===== config.mk =====
export PLATFORM = sky130hd
export DESIGN_NAME = window_min_max_mean_rms
export DESIGN_NICKNAME = d
export VERILOG_FILES = /design/src/rtl/wmmmr_pkg.sv /design/src/rtl/wmmmr_front.sv /design/src/rtl/wmmmr_queue.sv /design/src/rtl/wmmmr_back.sv /design/src/rtl/window_min_max_mean_rms.sv
export SDC_FILE = /design/constraint.sdc
export NUM_CORES = 2
export LEC_CHECK = 0
export BUFFER_PORTS_ARGS = -buffer_cell sky130_fd_sc_hd__clkbuf_2
export CAP_MARGIN = 30
export CORE_MARGIN = 2
export CORE_UTILIZATION = 51
export DETAILED_ROUTE_END_ITERATION = 10
export GPL_TIMING_DRIVEN = 0
export PLACE_DENSITY_LB_ADDON = 0.1
export SLEW_MARGIN = 20
export SYNTH_ARGS = -nofsm -noshare
export SYNTH_HDL_FRONTEND = slang
export SYNTH_SLANG_ARGS = --single-unit

===== constraint.sdc =====
create_clock -name clk -period 18.7 [get_ports clk]
set_input_delay 5.61 -clock clk [delete_from_list [all_inputs] [get_ports clk]]
set_output_delay 5.61 -clock clk [all_outputs]
set_load 0.03 [all_outputs]

===== src/rtl/wmmmr_pkg.sv =====
// ----------------------------------------------------------------------------
// wmmmr_pkg
// Width helpers and the queue depth shared by the window statistics front end, queue and back end.
// ----------------------------------------------------------------------------
package wmmmr_pkg;

    // entries in the queue between the accumulator and the divide/root engine
    localparam int QUEUE_DEPTH = 2;

    // bits of the sample counter, wide enough to hold the window limit itself
    function automatic int count_bits(input int max_window);
        return $clog2(max_window + 1);
    endfunction

    // signed running sum: sample width plus counter width
    function automatic int sum_bits(input int sample_bits, input int cnt_bits);
        return sample_bits + cnt_bits;
    endfunction

    // unsigned running sum of squares
    function automatic int square_bits(input int sample_bits, input int cnt_bits);
        return 2 * sample_bits + cnt_bits - 2;
    endfunction

endpackage


===== src/rtl/wmmmr_front.sv =====
// ----------------------------------------------------------------------------
// wmmmr_front
// Sample intake: registers each sample with its square, then folds it into
// the running min, max, sum, sum of squares and count. The last sample of a
// window pushes the window totals into the queue and clears the accumulators.
// ----------------------------------------------------------------------------
module wmmmr_front #(
    parameter int  SAMPLE_BITS = 16,
    parameter int  MAX_WINDOW  = 4096,
    localparam int CNT_W       = wmmmr_pkg::count_bits(MAX_WINDOW),
    localparam int SUM_W       = wmmmr_pkg::sum_bits(SAMPLE_BITS, CNT_W),
    localparam int SQ_W        = wmmmr_pkg::square_bits(SAMPLE_BITS, CNT_W)
) (
    input  logic                          clk,
    input  logic                          rst_n,
    input  logic signed [SAMPLE_BITS-1:0] sample,
    input  logic                          last_sample,
    input  logic                          sample_valid,
    output logic                          sample_ready,
    output logic                          push_valid,
    input  logic                          push_ready,
    output logic signed [SAMPLE_BITS-1:0] win_max,
    output logic signed [SAMPLE_BITS-1:0] win_min,
    output logic signed [SUM_W-1:0]       win_sum,
    output logic [SQ_W-1:0]               win_square_sum,
    output logic [CNT_W-1:0]              win_count,
    output logic                          win_dropped
);
    import wmmmr_pkg::*;

    localparam int SB   = SAMPLE_BITS;
    localparam int SQ1W = 2 * SB - 1;

    localparam logic signed [SB-1:0] SMAX = {1'b0, {(SB-1){1'b1}}};
    localparam logic signed [SB-1:0] SMIN = {1'b1, {(SB-1){1'b0}}};

    logic signed [2*SB-1:0] square_full;
    logic                   accept;
    logic                   s1_take;
    logic                   fire;
    logic                   room;

    logic                   s1_valid_reg;
    logic signed [SB-1:0]   s1_sample_reg;
    logic [SQ1W-1:0]        s1_square_reg;
    logic                   s1_last_reg;

    logic signed [SB-1:0]   min_reg, min_next;
    logic signed [SB-1:0]   max_reg, max_next;
    logic signed [SUM_W-1:0] sum_reg, sum_next;
    logic [SQ_W-1:0]        sq_reg, sq_next;
    logic [CNT_W-1:0]       count_reg, count_next;
    logic                   dropped_reg, dropped_next;

    // square of the incoming sample, registered with it
    assign square_full = sample * sample;

    // a held last sample waits only for room in the queue
    assign s1_take      = !s1_last_reg || push_ready;
    assign sample_ready = !s1_valid_reg || s1_take;
    assign accept       = sample_valid && sample_ready;
    assign fire         = s1_valid_reg && s1_take;

    // input stage control
    always_ff @(posedge clk or negedge rst_n)
    begin
        if (!rst_n)
        begin
            s1_valid_reg <= 1'b0;
        end
        else if (accept)
        begin
            s1_valid_reg <= 1'b1;
        end
        else if (fire)
        begin
            s1_valid_reg <= 1'b0;
        end
    end

    // input stage payload
    always_ff @(posedge clk)
    begin
        if (accept)
        begin
            s1_sample_reg <= sample;
            s1_square_reg <= square_full[SQ1W-1:0];
            s1_last_reg   <= last_sample;
        end
    end

    // accumulate while the window has room, otherwise mark the drop
    always_comb
    begin
        room         = count_reg < CNT_W'(MAX_WINDOW);
        min_next     = min_reg;
        max_next     = max_reg;
        sum_next     = sum_reg;
        sq_next      = sq_reg;
        count_next   = count_reg;
        dropped_next = dropped_reg;
        if (room)
        begin
            if (s1_sample_reg < min_reg)
            begin
                min_next = s1_sample_reg;
            end
            if (s1_sample_reg > max_reg)
            begin
                max_next = s1_sample_reg;
            end
            sum_next   = sum_reg + {{(SUM_W-SB){s1_sample_reg[SB-1]}}, s1_sample_reg};
            sq_next    = sq_reg + {{(SQ_W-SQ1W){1'b0}}, s1_square_reg};
            count_next = count_reg + 1'b1;
        end
        else
        begin
            dropped_next = 1'b1;
        end
    end

    // window totals go to the queue together with the last sample
    assign push_valid     = fire && s1_last_reg;
    assign win_max        = max_next;
    assign win_min        = min_next;
    assign win_sum        = sum_next;
    assign win_square_sum = sq_next;
    assign win_count      = count_next;
    assign win_dropped    = dropped_next;

    // accumulators
    always_ff @(posedge clk or negedge rst_n)
    begin
        if (!rst_n)
        begin
            min_reg     <= SMAX;
            max_reg     <= SMIN;
            sum_reg     <= '0;
            sq_reg      <= '0;
            count_reg   <= '0;
            dropped_reg <= 1'b0;
        end
        else if (fire)
        begin
            if (s1_last_reg)
            begin
                min_reg     <= SMAX;
                max_reg     <= SMIN;
                sum_reg     <= '0;
                sq_reg      <= '0;
                count_reg   <= '0;
                dropped_reg <= 1'b0;
            end
            else
            begin
                min_reg     <= min_next;
                max_reg     <= max_next;
                sum_reg     <= sum_next;
                sq_reg      <= sq_next;
                count_reg   <= count_next;
                dropped_reg <= dropped_next;
            end
        end
    end

endmodule


===== src/rtl/wmmmr_queue.sv =====
// ----------------------------------------------------------------------------
// wmmmr_queue
// Small first-in first-out queue of window totals between the accumulator
// and the divide/root engine.
// ----------------------------------------------------------------------------
module wmmmr_queue #(
    parameter int WIDTH = 8
) (
    input  logic             clk,
    input  logic             rst_n,
    input  logic             push_valid,
    output logic             push_ready,
    input  logic [WIDTH-1:0] push_data,
    output logic             head_valid,
    input  logic             head_pop,
    output logic [WIDTH-1:0] head_data
);
    import wmmmr_pkg::*;

    localparam int PTR_W  = (QUEUE_DEPTH > 1) ? $clog2(QUEUE_DEPTH) : 1;
    localparam int FILL_W = $clog2(QUEUE_DEPTH + 1);

    logic [WIDTH-1:0]  entry_reg [QUEUE_DEPTH];
    logic [PTR_W-1:0]  wr_ptr_reg;
    logic [PTR_W-1:0]  rd_ptr_reg;
    logic [FILL_W-1:0] fill_reg;
    logic              do_push;
    logic              do_pop;

    assign push_ready = fill_reg != FILL_W'(QUEUE_DEPTH);
    assign head_valid = fill_reg != '0;
    assign head_data  = entry_reg[rd_ptr_reg];
    assign do_push    = push_valid && push_ready;
    assign do_pop     = head_pop && head_valid;

    // pointers and fill level
    always_ff @(posedge clk or negedge rst_n)
    begin
        if (!rst_n)
        begin
            wr_ptr_reg <= '0;
            rd_ptr_reg <= '0;
            fill_reg   <= '0;
        end
        else
        begin
            if (do_push)
            begin
                wr_ptr_reg <= (wr_ptr_reg == PTR_W'(QUEUE_DEPTH - 1)) ? '0 : wr_ptr_reg + 1'b1;
            end
            if (do_pop)
            begin
                rd_ptr_reg <= (rd_ptr_reg == PTR_W'(QUEUE_DEPTH - 1)) ? '0 : rd_ptr_reg + 1'b1;
            end
            if (do_push && !do_pop)
            begin
                fill_reg <= fill_reg + 1'b1;
            end
            else if (do_pop && !do_push)
            begin
                fill_reg <= fill_reg - 1'b1;
            end
        end
    end

    // storage
    always_ff @(posedge clk)
    begin
        if (do_push)
        begin
            entry_reg[wr_ptr_reg] <= push_data;
        end
    end

endmodule


===== src/rtl/wmmmr_back.sv =====
// ----------------------------------------------------------------------------
// wmmmr_back
// Divide and root engine: two restoring dividers share one step counter to
// form sum/count and sum_of_squares/count a bit per cycle, then a digit
// recurrence takes the integer square root two radicand bits per cycle.
// ----------------------------------------------------------------------------
module wmmmr_back #(
    parameter int  SAMPLE_BITS = 16,
    parameter int  MAX_WINDOW  = 4096,
    localparam int CNT_W       = wmmmr_pkg::count_bits(MAX_WINDOW),
    localparam int SUM_W       = wmmmr_pkg::sum_bits(SAMPLE_BITS, CNT_W),
    localparam int SQ_W        = wmmmr_pkg::square_bits(SAMPLE_BITS, CNT_W)
) (
    input  logic                          clk,
    input  logic                          rst_n,
    input  logic                          head_valid,
    output logic                          head_pop,
    input  logic signed [SAMPLE_BITS-1:0] head_max,
    input  logic signed [SAMPLE_BITS-1:0] head_min,
    input  logic signed [SUM_W-1:0]       head_sum,
    input  logic [SQ_W-1:0]               head_square_sum,
    input  logic [CNT_W-1:0]              head_count,
    input  logic                          head_dropped,
    output logic                          result_valid,
    input  logic                          result_ready,
    output logic signed [SAMPLE_BITS-1:0] max_value,
    output logic signed [SAMPLE_BITS-1:0] min_value,
    output logic signed [SAMPLE_BITS-1:0] mean_value,
    output logic [SAMPLE_BITS-1:0]        rms_value,
    output logic [CNT_W-1:0]              sample_count,
    output logic                          window_overflow
);
    import wmmmr_pkg::*;

    localparam int SB     = SAMPLE_BITS;
    localparam int STEP_W = $clog2(SQ_W + 1);

    typedef enum logic [1:0] {
        ST_IDLE,
        ST_DIV,
        ST_ROOT,
        ST_HOLD
    } state_t;

    state_t              state_reg;
    logic [STEP_W-1:0]   step_reg;
    logic [CNT_W-1:0]    divisor_reg;
    logic [SQ_W-1:0]     dsq_reg;
    logic [SQ_W-1:0]     dsm_reg;
    logic [CNT_W-1:0]    rsq_reg;
    logic [CNT_W-1:0]    rsm_reg;
    logic                neg_reg;
    logic                empty_reg;
    logic signed [SB-1:0] max_reg;
    logic signed [SB-1:0] min_reg;
    logic [CNT_W-1:0]    count_reg;
    logic                dropped_reg;
    logic signed [SB-1:0] mean_reg;
    logic [2*SB-1:0]     rad_reg;
    logic [SB-1:0]       root_reg;
    logic [SB+1:0]       rrem_reg;

    logic                result_valid_reg;
    logic signed [SB-1:0] max_out_reg;
    logic signed [SB-1:0] min_out_reg;
    logic signed [SB-1:0] mean_out_reg;
    logic [SB-1:0]       rms_out_reg;
    logic [CNT_W-1:0]    count_out_reg;
    logic                dropped_out_reg;

    logic [SUM_W-1:0]    sum_mag;
    logic [CNT_W:0]      rs_sq, rs_sm;
    logic                ge_sq, ge_sm;
    logic [CNT_W-1:0]    rsq_next, rsm_next;
    logic [SQ_W-1:0]     dsq_next, dsm_next;
    logic [SB-1:0]       q_mean;
    logic signed [SB-1:0] mean_next;
    logic [SB+1:0]       rr_shift;
    logic [SB+1:0]       trial;
    logic                ge_rt;
    logic [SB+1:0]       rrem_next;
    logic [SB-1:0]       root_next;
    logic                out_free;

    // magnitude of the window sum, the sign is applied after division
    assign sum_mag = head_sum[SUM_W-1] ? SUM_W'(-head_sum) : SUM_W'(head_sum);

    // one restoring step of each divider
    always_comb
    begin
        rs_sq    = {rsq_reg, dsq_reg[SQ_W-1]};
        ge_sq    = rs_sq >= {1'b0, divisor_reg};
        rsq_next = ge_sq ? CNT_W'(rs_sq - {1'b0, divisor_reg}) : rs_sq[CNT_W-1:0];
        dsq_next = {dsq_reg[SQ_W-2:0], ge_sq};

        rs_sm    = {rsm_reg, dsm_reg[SQ_W-1]};
        ge_sm    = rs_sm >= {1'b0, divisor_reg};
        rsm_next = ge_sm ? CNT_W'(rs_sm - {1'b0, divisor_reg}) : rs_sm[CNT_W-1:0];
        dsm_next = {dsm_reg[SQ_W-2:0], ge_sm};

        q_mean    = dsm_next[SB-1:0];
        mean_next = neg_reg ? SB'(-q_mean) : SB'(q_mean);
    end

    // one digit of the square root recurrence
    always_comb
    begin
        rr_shift  = {rrem_reg[SB-1:0], rad_reg[2*SB-1:2*SB-2]};
        trial     = {root_reg, 2'b01};
        ge_rt     = rr_shift >= trial;
        rrem_next = ge_rt ? rr_shift - trial : rr_shift;
        root_next = {root_reg[SB-2:0], ge_rt};
    end

    assign head_pop = (state_reg == ST_IDLE) && head_valid;
    assign out_free = !result_valid_reg || result_ready;

    // sequencer, datapath and result register
    always_ff @(posedge clk or negedge rst_n)
    begin
        if (!rst_n)
        begin
            state_reg        <= ST_IDLE;
            step_reg         <= '0;
            divisor_reg      <= '0;
            dsq_reg          <= '0;
            dsm_reg          <= '0;
            rsq_reg          <= '0;
            rsm_reg          <= '0;
            neg_reg          <= 1'b0;
            empty_reg        <= 1'b0;
            max_reg          <= '0;
            min_reg          <= '0;
            count_reg        <= '0;
            dropped_reg      <= 1'b0;
            mean_reg         <= '0;
            rad_reg          <= '0;
            root_reg         <= '0;
            rrem_reg         <= '0;
            result_valid_reg <= 1'b0;
            max_out_reg      <= '0;
            min_out_reg      <= '0;
            mean_out_reg     <= '0;
            rms_out_reg      <= '0;
            count_out_reg    <= '0;
            dropped_out_reg  <= 1'b0;
        end
        else
        begin
            // a result leaving while a new one loads is handled in ST_HOLD
            if (result_valid_reg && result_ready && (state_reg != ST_HOLD))
            begin
                result_valid_reg <= 1'b0;
            end

            case (state_reg)
                ST_IDLE:
                begin
                    if (head_valid)
                    begin
                        divisor_reg <= head_count;
                        dsq_reg     <= head_square_sum;
                        dsm_reg     <= {{(SQ_W-SUM_W){1'b0}}, sum_mag};
                        rsq_reg     <= '0;
                        rsm_reg     <= '0;
                        neg_reg     <= head_sum[SUM_W-1];
                        empty_reg   <= head_count == '0;
                        max_reg     <= head_max;
                        min_reg     <= head_min;
                        count_reg   <= head_count;
                        dropped_reg <= head_dropped;
                        step_reg    <= STEP_W'(SQ_W);
                        state_reg   <= ST_DIV;
                    end
                end

                ST_DIV:
                begin
                    dsq_reg  <= dsq_next;
                    dsm_reg  <= dsm_next;
                    rsq_reg  <= rsq_next;
                    rsm_reg  <= rsm_next;
                    if (step_reg == STEP_W'(1))
                    begin
                        mean_reg  <= mean_next;
                        rad_reg   <= dsq_next[2*SB-1:0];
                        root_reg  <= '0;
                        rrem_reg  <= '0;
                        step_reg  <= STEP_W'(SB);
                        state_reg <= ST_ROOT;
                    end
                    else
                    begin
                        step_reg <= step_reg - 1'b1;
                    end
                end

                ST_ROOT:
                begin
                    rad_reg  <= {rad_reg[2*SB-3:0], 2'b00};
                    root_reg <= root_next;
                    rrem_reg <= rrem_next;
                    step_reg <= step_reg - 1'b1;
                    if (step_reg == STEP_W'(1))
                    begin
                        state_reg <= ST_HOLD;
                    end
                end

                ST_HOLD:
                begin
                    if (out_free)
                    begin
                        result_valid_reg <= 1'b1;
                        max_out_reg      <= max_reg;
                        min_out_reg      <= min_reg;
                        mean_out_reg     <= empty_reg ? '0 : mean_reg;
                        rms_out_reg      <= empty_reg ? '0 : root_reg;
                        count_out_reg    <= count_reg;
                        dropped_out_reg  <= dropped_reg;
                        state_reg        <= ST_IDLE;
                    end
                end

                default:
                begin
                    state_reg <= ST_IDLE;
                end
            endcase
        end
    end

    assign result_valid    = result_valid_reg;
    assign max_value       = max_out_reg;
    assign min_value       = min_out_reg;
    assign mean_value      = mean_out_reg;
    assign rms_value       = rms_out_reg;
    assign sample_count    = count_out_reg;
    assign window_overflow = dropped_out_reg;

endmodule


===== src/rtl/window_min_max_mean_rms.sv =====
// Window totals enter the queue with the last sample; the engine pops in ST_IDLE, then
// runs ST_DIV and ST_ROOT and loads the result register in ST_HOLD. SQ_W is 2*SAMPLE_BITS
// + count bits - 2. Throughput: one sample per cycle while the two-entry queue of window
// totals has room; the engine takes one window at a time and waits on any result stall,
// so short windows stall intake. Reset (rst_n, asynchronous, active low) empties
// pipeline, queue and result register and returns accumulators to an empty window.
// ----------------------------------------------------------------------------
// window_min_max_mean_rms
// Window statistics: per window of signed samples, the max, min, truncated
// mean, integer RMS, sample count and a flag for samples dropped at the limit.
// ----------------------------------------------------------------------------
module window_min_max_mean_rms #(
    parameter int  SAMPLE_BITS = 16,
    parameter int  MAX_WINDOW  = 4096,
    localparam int CNT_W       = wmmmr_pkg::count_bits(MAX_WINDOW)
) (
    input  logic                          clk,
    input  logic                          rst_n,
    input  logic signed [SAMPLE_BITS-1:0] sample,
    input  logic                          last_sample,
    input  logic                          sample_valid,
    output logic                          sample_ready,
    output logic signed [SAMPLE_BITS-1:0] max_value,
    output logic signed [SAMPLE_BITS-1:0] min_value,
    output logic signed [SAMPLE_BITS-1:0] mean_value,
    output logic [SAMPLE_BITS-1:0]        rms_value,
    output logic [CNT_W-1:0]              sample_count,
    output logic                          window_overflow,
    output logic                          result_valid,
    input  logic                          result_ready
);
    import wmmmr_pkg::*;

    localparam int SB      = SAMPLE_BITS;
    localparam int SUM_W   = sum_bits(SB, CNT_W);
    localparam int SQ_W    = square_bits(SB, CNT_W);
    localparam int ENTRY_W = 2 * SB + SUM_W + SQ_W + CNT_W + 1;

    logic                    push_valid;
    logic                    push_ready;
    logic signed [SB-1:0]    win_max;
    logic signed [SB-1:0]    win_min;
    logic signed [SUM_W-1:0] win_sum;
    logic [SQ_W-1:0]         win_square_sum;
    logic [CNT_W-1:0]        win_count;
    logic                    win_dropped;
    logic [ENTRY_W-1:0]      push_data;
    logic [ENTRY_W-1:0]      head_data;
    logic                    head_valid;
    logic                    head_pop;
    logic signed [SB-1:0]    head_max;
    logic signed [SB-1:0]    head_min;
    logic signed [SUM_W-1:0] head_sum;
    logic [SQ_W-1:0]         head_square_sum;
    logic [CNT_W-1:0]        head_count;
    logic                    head_dropped;

    // sample intake and accumulation
    wmmmr_front #(
        .SAMPLE_BITS (SAMPLE_BITS),
        .MAX_WINDOW  (MAX_WINDOW)
    ) u_front (
        .clk            (clk),
        .rst_n          (rst_n),
        .sample         (sample),
        .last_sample    (last_sample),
        .sample_valid   (sample_valid),
        .sample_ready   (sample_ready),
        .push_valid     (push_valid),
        .push_ready     (push_ready),
        .win_max        (win_max),
        .win_min        (win_min),
        .win_sum        (win_sum),
        .win_square_sum (win_square_sum),
        .win_count      (win_count),
        .win_dropped    (win_dropped)
    );

    // window totals queue
    assign push_data = {win_max, win_min, win_sum, win_square_sum, win_count, win_dropped};

    wmmmr_queue #(
        .WIDTH (ENTRY_W)
    ) u_queue (
        .clk        (clk),
        .rst_n      (rst_n),
        .push_valid (push_valid),
        .push_ready (push_ready),
        .push_data  (push_data),
        .head_valid (head_valid),
        .head_pop   (head_pop),
        .head_data  (head_data)
    );

    assign {head_max, head_min, head_sum, head_square_sum, head_count, head_dropped} = head_data;

    // divide and root engine with result register
    wmmmr_back #(
        .SAMPLE_BITS (SAMPLE_BITS),
        .MAX_WINDOW  (MAX_WINDOW)
    ) u_back (
        .clk             (clk),
        .rst_n           (rst_n),
        .head_valid      (head_valid),
        .head_pop        (head_pop),
        .head_max        (head_max),
        .head_min        (head_min),
        .head_sum        (head_sum),
        .head_square_sum (head_square_sum),
        .head_count      (head_count),
        .head_dropped    (head_dropped),
        .result_valid    (result_valid),
        .result_ready    (result_ready),
        .max_value       (max_value),
        .min_value       (min_value),
        .mean_value      (mean_value),
        .rms_value       (rms_value),
        .sample_count    (sample_count),
        .window_overflow (window_overflow)
    );

endmodule

# Word level (Yosys, flattened, before mapping)
# Memories as Yosys holds them, arrays and structs flattened.
# Cells that the tools add are included.
# word_totals
reg_bits,498
ram_bits,236
inputBits,21
out_inout_bits,80
word_cells,153
mem_count,1
# classes
addsub,13
mul,1
n_lt_le_gt_ge,6
n_eq_ne,10
mux,53
n_reduce_logical,33
# mem_list
name,words,word_bits,rd,rd_ports_with_merged_regs,write_ports,line_no,rtl
u_queue.entry_reg,2,118,1,0,1,wmmmr_queue.sv:23,logic [WIDTH-1:0] entry_reg [QUEUE_DEPTH];
# ops
operator,n
$mux 16,12
$mux 43,4
$pmux 43 s2,2
$mux 29,3
$mux 13,5
$pmux 16 s2,2
$pmux 32 s2,1
$pmux 13 s2,2
$add 43x31->43,1
$mux 32,1
$mul 16x16->31,1
$add 29x29->29,1
$neg 29->29,1
$ge 14x13->1,2
$sub 13x13->13,2
$ge 18x18->1,1
$pmux 6 s3,1
$gt 16x16->1,1
$lt 16x16->1,1
$neg 16->16,1
$sub 16x16->16,1
$add 13x1->13 const B,1
$logic_not 13->1,1
$lt 13x13->1 const B,1
other kinds (21),67

# Logic depth before layout (Yosys ltp)
# depth
depth_word,9
ltp_mapped,26
mapped_depth_nobuf,25

# Modules after synthesis
# From an unflattened synthesis, not the netlist that was laid out.
# hier_totals
hier_cells,4314
area_unflattened_um2,45703.8
# by_module_without_submodules
mod,n_inst,cells_per_inst,area_each_um2,seq_area_each_um2
wmmmr_front,1,2246,20354.5,4379.2
wmmmr_back,1,1683,16597.2,8182.8
wmmmr_queue,1,385,8752.1,7186.9

# Worst setup path before layout
# OpenSTA, ideal clock, no wires.
# synth_path
path_kind,in2reg
from,in sample[15]
to,reg u_front.s1_square_reg[29] (data pin)
setup_ps,266
arrival_ps,11329
required_ps,18434
path_slack_ps,7106
stages,22
n_path_buf,2
cell_sequence,clkbuf_1 > clkbuf_1 > and2_1 > fa_1 > inv_1 > fa_1 > inv_1 > fa_1 > fa_1 > fa_1 > inv_1 > fa_1 > inv_1 > ha_1 > a21o_1 > a21oi_1 > nand3b_1 > o21ai_0 > o21ai_1 > nor4_1 > nor3_1 > xor2_1
# synth_via
elab_chain_len,1
# synth_rtl
item,line_no,rtl
"start, declared",window_min_max_mean_rms.sv:19,"input logic signed [SAMPLE_BITS-1:0] sample,"
$mul 16x16->31,wmmmr_front.sv:56,assign square_full = sample * sample;
net u_front.square_full[29],wmmmr_front.sv:37,logic signed [2*SB-1:0] square_full;
"end signal, assigned",wmmmr_front.sv:87,s1_square_reg <= square_full[SQ1W-1:0];
"end, declared",wmmmr_front.sv:45,logic [SQ1W-1:0] s1_square_reg;
# The timed path passes the listed nets, and every way through them passes these cells.
# A chain may end at the register's enable or synchronous reset.

# Final worst setup path
# layout_path
from,in sample[4]
to,reg u_front.s1_square_reg[30] (data pin)
# Same word-level chain as after synthesis.

==> results.cfg <==
[clock_tree]
post-cts-setup-buffer-count = 0
htreeDepth = 3
cts-root-buf = clkbuf_16
cts_tree = built
cts_buffer_depth = 3
worstSkewPairLatency_ps = 670
ctsHoldBuffers = 0
post_cts_resized = 0
clock-sinks = 732
cts_buffers = 80
clkSlewWorstSetupHoldPaths_ps = 60

[yosys]
synthMuxAreaShare_pct = 5.95
synth-edff-count = 282
synth_flop_cell = dfrtp_1
synth_cell_types = 95
syn_nets = 4770
ys_ff_latch = 732
synth_xor_area_share_pct = 3.80
syn_area_sq_um = 44800
synth-simple-area-share_pct = 10.4
async_reset_ff_share_pct = 61.5
synth_fa_ha_area_share_pct = 16.8
synth_compound_area_share_pct = 13.3
synth_area_per_cell_sq_um = 10.4
ys_warn_count = 0
synth_seq_area_share_pct = 44.1
synthCells = 4288
synth_top_family_by_area = adder cells

[timing]
finalHoldViolCount = 0
fmax_ghz = 0.0810
max_slew.worst_pin.slew_ps = 965
relSlewSlack_pct = 35.7
min_period_ps = 12340
setup_viol = 0
slew_viol_final = 0
skew_ps = 49.6
post-route-period-util_pct = 66.0
rsz0062_at_grt = false
setup_tns_ps = 0

[floorplanning]
rows = 108
core_area_sq_um = 86900
initial_utilization_pct = 51.5
ioPinCount = 101
die_height_um = 300
die_area_sq_um = 90100
die_x_um = 300

[global_route]
antenna_found_initial = 0
grt_pass1_vias = 31400
track_usage_pct = 24.6
overflow = 0
grt_max_degree = 88
grt_pass1_wl_um = 176000

[placement]
dp_hpwl_um = 82800
io_buffers = 100
gp_congestion = 0.912

[routing]
vias = 31200
detail-route-antenna-nets = 0
drc = 0
wire_per_inst_um = 19.1
wl_um = 109000
vias_per_cell = 5.46
drt_first_pass_iters = 5
detail_route.iter0.violations = 1918

[finish]
num_antenna_cells = 0
drive_above_1_share_pct = 9.02
largest_register_ffs = 236
final_common_cell = nand2_1
area_delta_synth_final_pct = 11.5
layout_common_cells = nand2_1, inv_1, dfrtp_1
nets = 4976
n_fill_cell = 7596

[critical_path]
reg2reg_to = u_back.dsm_reg[16]$_DFFE_PN0P_
startpoint_type = input pin
r2r_slack_ps = 14100
r2r_cells = 15
required_ps = 19090
crit_end = u_front.s1_square_reg[30]$_DFFE_PP_
critPathKind = in -> reg
cp-startpoint = sample[4]
rr_startpoint = u_queue.rd_ptr_reg$_DFFE_PN0P_
crit_arrival_ps = 12730
critical_path.endpoint_type = flop
worstPathMaxFanout = 10

[hold_path]
worst_hold_path_type = reg -> reg

[run_status]
status = completed

[job]
cap_violations = 0
-- area by class of cell --
type,instances,area (sq um),share of cell area (%)
multi-input combinational,2906,22500,45.1
sequential,732,19700,39.6
clock buffer,98,2130,4.27
inverter,454,1700,3.41
tap,1155,1450,2.90
timing repair buffer,124,855,1.71
buffer,196,812,1.63
clock inverter,49,717,1.44
-- synthesized netlist by cell type (9+ instances only) --
cell type,count,area share (%)
buf_4,10,0.17
a31oi_1,16,0.22
buf_1,16,0.13
clkbuf_1,151,1.3
nor3_1,55,0.61
a21oi_1,179,2.0
o21ai_0,417,4.7
buf_2,17,0.19
xor2_1,60,1.2
inv_1,452,3.8
and3_1,15,0.21
nand2_1,510,4.3
nor3b_1,9,0.15
o21bai_1,10,0.17
a21o_1,64,1.1
o21a_1,15,0.25
and2_1,52,0.73
o21ai_1,13,0.15
nand2b_1,44,0.61
a22o_1,78,1.5
or3_1,16,0.22
mux2i_1,193,4.3
dfstp_2,16,0.94
nand3_1,44,0.49
o31ai_1,30,0.50
nor4_1,15,0.21
edfxtp_1,282,19
mux2_2,65,1.6
nor2_1,195,1.6
o22a_1,15,0.29
ha_1,228,6.4
nand4_1,27,0.38
dfrtp_1,434,24
nor2b_1,28,0.39
fa_1,233,10
xnor2_1,134,2.6
a211oi_1,12,0.20
-- routing by layer --
layer  vias up  global-route usage [%]  share of wire [%]
met5         -                       0                  0
met4         0                    7.45                3.0
met3       188                    2.92                4.2
met2       649                    39.0                 45
met1     15300                    35.7                 48
li1      15100                       -                  -
-- worst min-delay path by stage --
stage,from,to,depth (start not counted)
CTS,u_back.rms_value[7]$_DFFE_PN0P_,u_back.rms_value[7]$_DFFE_PN0P_,2
floorplan,u_back.dropped_reg$_DFFE_PN0P_,u_back.dropped_reg$_DFFE_PN0P_,2
detailed placement,u_back.rms_value[7]$_DFFE_PN0P_,u_back.rms_value[7]$_DFFE_PN0P_,2
global route,u_back.rms_value[7]$_DFFE_PN0P_,u_back.rms_value[7]$_DFFE_PN0P_,2
global placement,u_back.rad_reg[27]$_DFFE_PN0P_,u_back.rad_reg[27]$_DFFE_PN0P_,2
finish,u_back.rms_value[7]$_DFFE_PN0P_,u_back.rms_value[7]$_DFFE_PN0P_,2
-- logic make-up after synthesis --
kind of cell / count (synthesis)
flops: 732
xor+xnor: 194
compound gates: 956
simple gates: 1037
buf+inv: 650
fa+ha+maj: 461
mux: 258
-- worst max-delay path: stages --
cell	delay, ps
clkbuf_2	220
clkbuf_1	490
clkbuf_1	600
nand2_1	230
fa_1	530
inv_1	40
ha_1	290
ha_1	290
inv_1	60
fa_1	530
inv_1	60
fa_1	530
inv_1	50
fa_1	570
inv_1	60
ha_1	350
a21o_1	190
a2111oi_0	640
a31oi_1	400
nand4_1	200
o2111ai_1	170
a31oi_1	300
o21ai_0	160
xnor2_1	140
-- metrics by stage --
stage / setup slack, ps / utilization (%) / cells / hold WS [ps] / area, sq um
after CTS: 6410 / 57.4 / 5714 / 480 / 49900
after floorplan: 7110 / - / 4288 / 446 / 44800
after global placement: 1260 / 53.8 / 5543 / 461 / 46700
final: 6360 / 57.4 / 5714 / 473 / 49900
after global routing: 6060 / 57.4 / 5714 / 491 / 49900
after detailed placement: 5720 / 54.2 / 5567 / 466 / 47100
Power is not shown: default switching activity piles up to over one toggle a cycle in this logic, so the estimate is an artifact.
